===== config.mk =====
export PLATFORM = sky130hd
export DESIGN_NAME = sorted_priority_queue
export DESIGN_NICKNAME = d
export VERILOG_FILES = /design/src/hdl/spq_pkg.sv /design/src/hdl/spq_ctrl.sv /design/src/hdl/spq_datapath.sv /design/src/hdl/sorted_priority_queue.sv
export VERILOG_INCLUDE_DIRS = /design/src /design/src/hdl
export SDC_FILE = /design/constraint.sdc
export NUM_CORES = 2
export LEC_CHECK = 0
export BUFFER_PORTS_ARGS = -buffer_cell sky130_fd_sc_hd__clkbuf_2
export CORE_ASPECT_RATIO = 0.9
export CORE_MARGIN = 2
export CORE_UTILIZATION = 50
export CTS_CLUSTER_SIZE = 14
export DETAILED_ROUTE_END_ITERATION = 8
export GPL_ROUTABILITY_DRIVEN = 0
export HOLD_SLACK_MARGIN = 0.06
export PLACE_DENSITY = 0.66
export SKIP_CTS_REPAIR_TIMING = 1
export SLEW_MARGIN = 20
export SYNTH_ARGS = -nofsm -noshare
export SYNTH_HDL_FRONTEND = slang
export SYNTH_SLANG_ARGS = --single-unit

===== constraint.sdc =====
create_clock -name clk_i -period 25 [get_ports clk_i]
set_clock_uncertainty 0.1 [all_clocks]
set_input_delay 1.25 -clock clk_i [delete_from_list [all_inputs] [get_ports clk_i]]
set_output_delay 1.25 -clock clk_i [all_outputs]
set_load 0.02 [all_outputs]

===== src/hdl/assert_macros.svh =====
// ----------------------------------------------------------------------------
// Assertion macros
// Shared concurrent assertion forms, clocked on clk_i and disabled in reset.
// ----------------------------------------------------------------------------
`ifndef ASSERT_MACROS_SVH
`define ASSERT_MACROS_SVH

// Same-cycle implication.
`define SPQ_ASSERT_IMP(lbl, ante, cons, msg) \
  lbl: assert property (@(posedge clk_i) disable iff (!rst_ni) (ante) |-> (cons)) \
    else $error(msg);

// Next-cycle implication.
`define SPQ_ASSERT_NXT(lbl, ante, cons, msg) \
  lbl: assert property (@(posedge clk_i) disable iff (!rst_ni) (ante) |=> (cons)) \
    else $error(msg);

`endif


===== src/hdl/spq_pkg.sv =====
// ----------------------------------------------------------------------------
// spq_pkg
// Widths, codes and control types shared by the priority queue modules.
// ----------------------------------------------------------------------------
package spq_pkg;

  localparam int DepthDefault = 16;
  localparam int KeyW         = 48;
  localparam int PayW         = 32;
  localparam int StatusW      = 2;
  localparam int CountOutW    = 5;

  // Operation codes carried in the input tuser.
  localparam logic OpPush = 1'b0;
  localparam logic OpPop  = 1'b1;

  // Result status codes.
  localparam logic [StatusW-1:0] StDone  = 2'd0;
  localparam logic [StatusW-1:0] StEmpty = 2'd1;
  localparam logic [StatusW-1:0] StFull  = 2'd2;

  // Commands from the controller to the datapath.
  typedef struct packed {
    logic load;
    logic push;
    logic pop;
  } spq_cmd_t;

  // Status from the datapath to the controller.
  typedef struct packed {
    logic full;
    logic empty;
  } spq_stat_t;

endpackage


===== src/hdl/spq_ctrl.sv =====
// ----------------------------------------------------------------------------
// spq_ctrl
// Handshake controller: accepts beats and tracks the result register.
// ----------------------------------------------------------------------------
module spq_ctrl (
  input  logic              clk_i,
  input  logic              rst_ni,
  input  logic              in_valid_i,
  output logic              in_ready_o,
  input  logic              op_i,
  output logic              out_valid_o,
  input  logic              out_ready_i,
  input  spq_pkg::spq_stat_t stat_i,
  output spq_pkg::spq_cmd_t  cmd_o
);
  import spq_pkg::*;

  localparam logic [0:0] SIdle = 1'b0;
  localparam logic [0:0] SHold = 1'b1;

  logic [0:0] state_q, state_d;
  logic       accept;

  // A new beat may enter whenever the result register is free or being drained.
  assign in_ready_o  = (state_q == SIdle) || out_ready_i;
  assign out_valid_o = (state_q == SHold);
  assign accept      = in_valid_i && in_ready_o;

  always_comb begin
    state_d = state_q;
    unique case (state_q)
      SIdle: begin
        if (accept) state_d = SHold;
      end
      SHold: begin
        if (accept) state_d = SHold;
        else if (out_ready_i) state_d = SIdle;
      end
      default: state_d = SIdle;
    endcase
  end

  always_comb begin
    cmd_o.load = accept;
    cmd_o.push = accept && (op_i == OpPush) && !stat_i.full;
    cmd_o.pop  = accept && (op_i == OpPop) && !stat_i.empty;
  end

  always_ff @(posedge clk_i or negedge rst_ni) begin
    if (!rst_ni) begin
      state_q <= SIdle;
    end else begin
      state_q <= state_d;
    end
  end

endmodule


===== src/hdl/spq_datapath.sv =====
// ----------------------------------------------------------------------------
// spq_datapath
// Sorted shift-register slots, entry count and the result register.
// ----------------------------------------------------------------------------
module spq_datapath #(
  parameter int Depth = spq_pkg::DepthDefault
) (
  input  logic                              clk_i,
  input  logic                              rst_ni,
  input  spq_pkg::spq_cmd_t                 cmd_i,
  input  logic                              op_i,
  input  logic [spq_pkg::KeyW-1:0]          key_i,
  input  logic [spq_pkg::PayW-1:0]          payload_i,
  output spq_pkg::spq_stat_t                stat_o,
  output logic [spq_pkg::StatusW-1:0]       status_o,
  output logic [spq_pkg::KeyW-1:0]          out_key_o,
  output logic [spq_pkg::PayW-1:0]          out_payload_o,
  output logic [spq_pkg::CountOutW-1:0]     entry_count_o,
  output logic                              is_empty_o
);
  import spq_pkg::*;

  localparam int CntW = $clog2(Depth + 1);

  logic [KeyW-1:0] key_q [Depth];
  logic [KeyW-1:0] key_d [Depth];
  logic [PayW-1:0] pay_q [Depth];
  logic [PayW-1:0] pay_d [Depth];
  logic [Depth-1:0] stay;

  logic [CntW-1:0] count_q, count_d;

  logic [StatusW-1:0]   status_q, status_d;
  logic [KeyW-1:0]      okey_q;
  logic [PayW-1:0]      opay_q;
  logic [CntW-1:0]      ocnt_q;
  logic                 oempty_q;
  logic [CntW+CountOutW-1:0] ocnt_ext;

  assign stat_o.full  = (count_q == CntW'(Depth));
  assign stat_o.empty = (count_q == '0);

  // Each slot decides on its own: held entries with a key not above the new
  // one stay, the first slot past them takes the new entry, the rest shift up.
  for (genvar i = 0; i < Depth; i++) begin : g_slot
    logic [KeyW-1:0] lo_key, hi_key;
    logic [PayW-1:0] lo_pay, hi_pay;
    logic            take_new;

    assign stay[i] = (CntW'(i) < count_q) && (key_q[i] <= key_i);

    if (i == 0) begin : g_first
      assign lo_key   = key_i;
      assign lo_pay   = payload_i;
      assign take_new = 1'b1;
    end else begin : g_rest
      assign lo_key   = key_q[i-1];
      assign lo_pay   = pay_q[i-1];
      assign take_new = stay[i-1];
    end

    if (i == Depth - 1) begin : g_last
      assign hi_key = key_q[i];
      assign hi_pay = pay_q[i];
    end else begin : g_inner
      assign hi_key = key_q[i+1];
      assign hi_pay = pay_q[i+1];
    end

    always_comb begin
      key_d[i] = key_q[i];
      pay_d[i] = pay_q[i];
      if (cmd_i.push && !stay[i]) begin
        if (take_new) begin
          key_d[i] = key_i;
          pay_d[i] = payload_i;
        end else begin
          key_d[i] = lo_key;
          pay_d[i] = lo_pay;
        end
      end else if (cmd_i.pop) begin
        key_d[i] = hi_key;
        pay_d[i] = hi_pay;
      end
    end
  end

  always_ff @(posedge clk_i) begin
    for (int i = 0; i < Depth; i++) begin
      key_q[i] <= key_d[i];
      pay_q[i] <= pay_d[i];
    end
  end

  always_comb begin
    count_d = count_q;
    if (cmd_i.push) count_d = count_q + CntW'(1);
    else if (cmd_i.pop) count_d = count_q - CntW'(1);
  end

  always_comb begin
    status_d = StDone;
    if (op_i == OpPush) begin
      if (stat_o.full) status_d = StFull;
    end else begin
      if (stat_o.empty) status_d = StEmpty;
    end
  end

  always_ff @(posedge clk_i or negedge rst_ni) begin
    if (!rst_ni) begin
      count_q <= '0;
    end else begin
      count_q <= count_d;
    end
  end

  always_ff @(posedge clk_i) begin
    if (cmd_i.load) begin
      status_q <= status_d;
      okey_q   <= cmd_i.pop ? key_q[0] : '0;
      opay_q   <= cmd_i.pop ? pay_q[0] : '0;
      ocnt_q   <= count_d;
      oempty_q <= (count_d == '0);
    end
  end

  assign ocnt_ext      = (CntW + CountOutW)'(ocnt_q);
  assign status_o      = status_q;
  assign out_key_o     = okey_q;
  assign out_payload_o = opay_q;
  assign entry_count_o = ocnt_ext[CountOutW-1:0];
  assign is_empty_o    = oempty_q;

endmodule


===== src/hdl/sorted_priority_queue.sv =====
// ----------------------------------------------------------------------------
// sorted_priority_queue
// Bounded, stable minimum priority queue of (key, payload) entries.
// ----------------------------------------------------------------------------
// Usage: each input beat is one operation. s_axis_tuser_i selects push (0) or
// pop (1); a push carries its key and payload in s_axis_tdata_i. Entries are
// kept sorted in a row of shift-register slots, ascending by key, and a push
// lands behind every held entry with an equal or smaller key, so equal keys
// leave in arrival order. A pop returns the front slot.
// Every input beat yields exactly one output beat with a status (done, pop
// on empty, push dropped because full), the popped key and payload (zero
// otherwise), the entry count after the operation and an empty flag.
// The result appears in the output register on the cycle after the input
// beat is accepted. Throughput is one beat per cycle while the receiver
// keeps up, set by the single compare-and-shift step of the slot row.
// When the receiver stalls, the result is held and every new beat is refused
// until it drains; a beat may enter in the same cycle the result leaves.
// Reset empties the queue at once; slot contents are not cleared, since only
// slots below the entry count are ever read.
module sorted_priority_queue #(
  parameter int DEPTH = spq_pkg::DepthDefault
) (
  input  logic        clk_i,
  input  logic        rst_ni,
  input  logic        s_axis_tvalid_i,
  output logic        s_axis_tready_o,
  input  logic [79:0] s_axis_tdata_i,   // [47:0] key, [79:48] payload
  input  logic        s_axis_tuser_i,   // [0] command
  output logic        m_axis_tvalid_o,
  input  logic        m_axis_tready_i,
  output logic [87:0] m_axis_tdata_o    // [1:0] status, [49:2] out_key,
                                        // [81:50] out_payload,
                                        // [86:82] entry_count, [87] is_empty
);
  import spq_pkg::*;

  `include "assert_macros.svh"

  spq_cmd_t  cmd;
  spq_stat_t stat;

  logic [StatusW-1:0]   status;
  logic [KeyW-1:0]      out_key;
  logic [PayW-1:0]      out_payload;
  logic [CountOutW-1:0] entry_count;
  logic                 is_empty;

  // The controller owns the handshake and issues one command per accepted beat.
  spq_ctrl u_ctrl (
    .clk_i       (clk_i),
    .rst_ni      (rst_ni),
    .in_valid_i  (s_axis_tvalid_i),
    .in_ready_o  (s_axis_tready_o),
    .op_i        (s_axis_tuser_i),
    .out_valid_o (m_axis_tvalid_o),
    .out_ready_i (m_axis_tready_i),
    .stat_i      (stat),
    .cmd_o       (cmd)
  );

  // The datapath holds the sorted slots, the count and the result register.
  spq_datapath #(
    .Depth (DEPTH)
  ) u_dp (
    .clk_i         (clk_i),
    .rst_ni        (rst_ni),
    .cmd_i         (cmd),
    .op_i          (s_axis_tuser_i),
    .key_i         (s_axis_tdata_i[KeyW-1:0]),
    .payload_i     (s_axis_tdata_i[KeyW+PayW-1:KeyW]),
    .stat_o        (stat),
    .status_o      (status),
    .out_key_o     (out_key),
    .out_payload_o (out_payload),
    .entry_count_o (entry_count),
    .is_empty_o    (is_empty)
  );

  assign m_axis_tdata_o = {is_empty, entry_count, out_payload, out_key, status};

  // A queue holding DEPTH entries can never look empty.
  `SPQ_ASSERT_IMP(a_full_not_empty, stat.full, !stat.empty, "queue both full and empty")

  // A push that is taken reports done on the next cycle.
  `SPQ_ASSERT_NXT(a_push_done, cmd.push, m_axis_tvalid_o && (status == StDone) && !is_empty, "push not reported as done")

  // A pop on an empty queue reports empty with a zero key.
  `SPQ_ASSERT_NXT(a_pop_empty, cmd.load && !cmd.pop && (s_axis_tuser_i == OpPop), (status == StEmpty) && (out_key == '0) && is_empty, "empty pop misreported")

endmodule

==> reports/qor.yml <==
syn2layout_area_growth_pct: 8.87
grt_use_met3_pct: 7.16
slew_viol_final: 0
synthArstFlopShare_pct: 0.437
nNetsFinal: 8293
wl_um: 290000
whs_ns: 0.190
grt_pass1_wl_um: 421000
synthFlopType: "edfxtp_1"
drt-vias-per-instance: 6.61
grtUsageMet2_pct: 49.3
fmax_mhz: 141
cts_made_buffers: 157
syn_nets: 8367
clk_latency_ns: 0.85
fillers: 14465
io_pins: 175
worstSetupEndpointType: "register"
fp.dieH_um: 394
power_w: 0.00781
tns_ns: 0
rsz0062_at_grt: "false"
io_buffers: 174
final.period_utilization_pct: 28.3
ys_ff_latch: 1374
final_cell_mix: "edfxtp_1, a21oi_1, mux2i_1, nor2_1, ha_1"
detail-route-antenna-nets: 0
cts.htree.levels: 4
crit_path_start_kind: "input pin"
drt_iter0_markers: 8948
synth-edff-count: 1368
route.detailed.drc: 0
hp-class: "in2async"
drtPass1Iterations: 7
powerDensity_nw_per_um2: 84.8
ir_drop_mv: 0.100
core-area_um2: 169000
setup_viol: 0
wl_per_cell_um: 29.5
grt_antenna_before_repair: 20
cts.reportedPaths.clkPinSlew_ns: 0.06
hold_violations: 0
syn_inst: 7511
grt.busiest_layer: "met2"
crit_required_ns: 25.34
routed-via-count: 64838
synth.distinct_cells: 73
dieArea_um2: 173000
layoutNonFillerInstCount: 9812
critPathMaxFanout: 43
drive_above_1_share_pct: 9.08
rows: 143
use_met1_pct: 44.9
place_inst: 9525
syn_area_um2: 84600
fin_crit_ns: 7.09
grt-ovfl-total: 0
clk_path_buf_depth: 3
crit_arrival_ns: 7.42
crit_type: "in2reg"
cts_tree: "yes"
hpwl_um: 188000
cts.sinks: 1374
track_usage_pct: 32.7
initial_core_util_pct: 50.2
grt_max_degree: 162
relSlewSlack_pct: 13.2
max-cap-violations: 0
yosysWarnings: 0
syn-mean-instance-area_um2: 11.3
final_common_cell: "edfxtp_1"
tightest_slew_ns: 1.29
status: "finished, final reports clean"
die_w_um: 438
yosysSeqAreaShare_pct: 48.7
p_leak_nw: 36.3
grt_pass1_vias: 61960
clockRootBuffer: "clkbuf_16"
==> cells in the mapped netlist, types with 80 or more instances <==
cell type / instances / area [um^2]
edfxtp_1: 1368 / 41100
a21o_1: 150 / 1130
a21oi_1: 1194 / 5980
o21ai_0: 185 / 926
nor2_1: 936 / 3510
nand2_1: 265 / 995
ha_1: 771 / 9650
mux2_1: 214 / 2410
and2_1: 84 / 526
mux2_2: 104 / 1170
nand4_1: 158 / 988
mux2i_1: 960 / 9610
o221a_1: 80 / 901
clkbuf_1: 324 / 1220
buf_2: 162 / 811
inv_1: 98 / 368
==> cell type report <==
type	instances	area [um^2]	share of cell area [%]
multi-input cells	5515	41100	44.7
clock inverters	79	563	0.611
inverters	99	374	0.406
clock buffers	202	4170	4.52
flip-flops and latches	1374	41200	44.7
diodes	6	15.0	0.0163
repair buffers	290	1830	1.99
well taps	2247	2810	3.05
==> power by group <==
| part | internal (W) | leakage, nW | switching (W) |
|---|---|---|---|
| Sequential | 0.00296 | 12.9 | 0.000233 |
| Combinational | 0.000863 | 21.2 | 0.00155 |
| Clock | 0.00121 | 2.33 | 0.00100 |
==> logic make-up (layout without fill, tap and decap cells) <==
group | after synthesis | in the layout | share of synthesized area, %
xor+xnor | 3 | 3 | 0.0311
flops | 1374 | 1374 | 48.7
other cells | 0 | 6 | 0
fa+ha+maj | 771 | 771 | 11.4
compound gates | 1791 | 1791 | 12.3
mux | 1278 | 1278 | 15.6
simple gates | 1672 | 1672 | 8.77
buf+inv | 622 | 670 | 3.16
==> worst max-delay path: stages <==
cell and delay, ns:
clkbuf_2 0.33, inv_1 0.49, ha_1 0.48, nand4_1 0.24, nor4_1 0.98, nand3_1 0.47, a41oi_1 0.37, nor4b_1 0.13
o21ai_4 0.20, and2_4 0.67, nand2b_4 0.87, buf_4 0.82
==> worst paths after layout <==
kind,depth (start not counted),slack [ns],startpoint,endpoint
min in group clk_i,1,0.45,u_dp.pay_q[0][7],u_dp.out_payload_o[7]
max in group asynchronous,1,24.39,rst_ni,u_dp.count_q[0]
setup / recovery,12,17.91,s_axis_tdata_i[43],u_dp.key_q[0][33]
hold reg to reg,1,0.45,u_dp.pay_q[0][7],u_dp.out_payload_o[7]
setup reg to reg,10,18.70,u_dp.key_q[0][44],u_dp.key_q[0][33]
hold / removal,1,0.19,rst_ni,u_ctrl.out_valid_o
==> registers in the layout, indices dropped and copies added (netlist names), 2 cells and up <==
register and flops:
u_dp.count_q 5, u_dp.key_q 768, u_dp.entry_count_o 5, u_dp.pay_q 512, u_dp.out_payload_o 32, u_dp.status_o 2
u_dp.out_key_o 48
==> stage by stage <==
step	util [%]	worst slack (ns)	area, um^2
global route	54.7	17.90	92100
global placement	51.8	17.01	87400
CTS	54.7	18.25	92100
floorplan	-	14.97	84600
finish	54.7	17.91	92100
detailed placement	51.8	17.40	87400
==> metal layers <==
layer	up-vias	wire length, um
li1	28266	-
met4	8	14500
met1	31951	118000
met5	-	53
met3	723	31400
met2	3890	126000
Power figures use the tool's default switching activity.
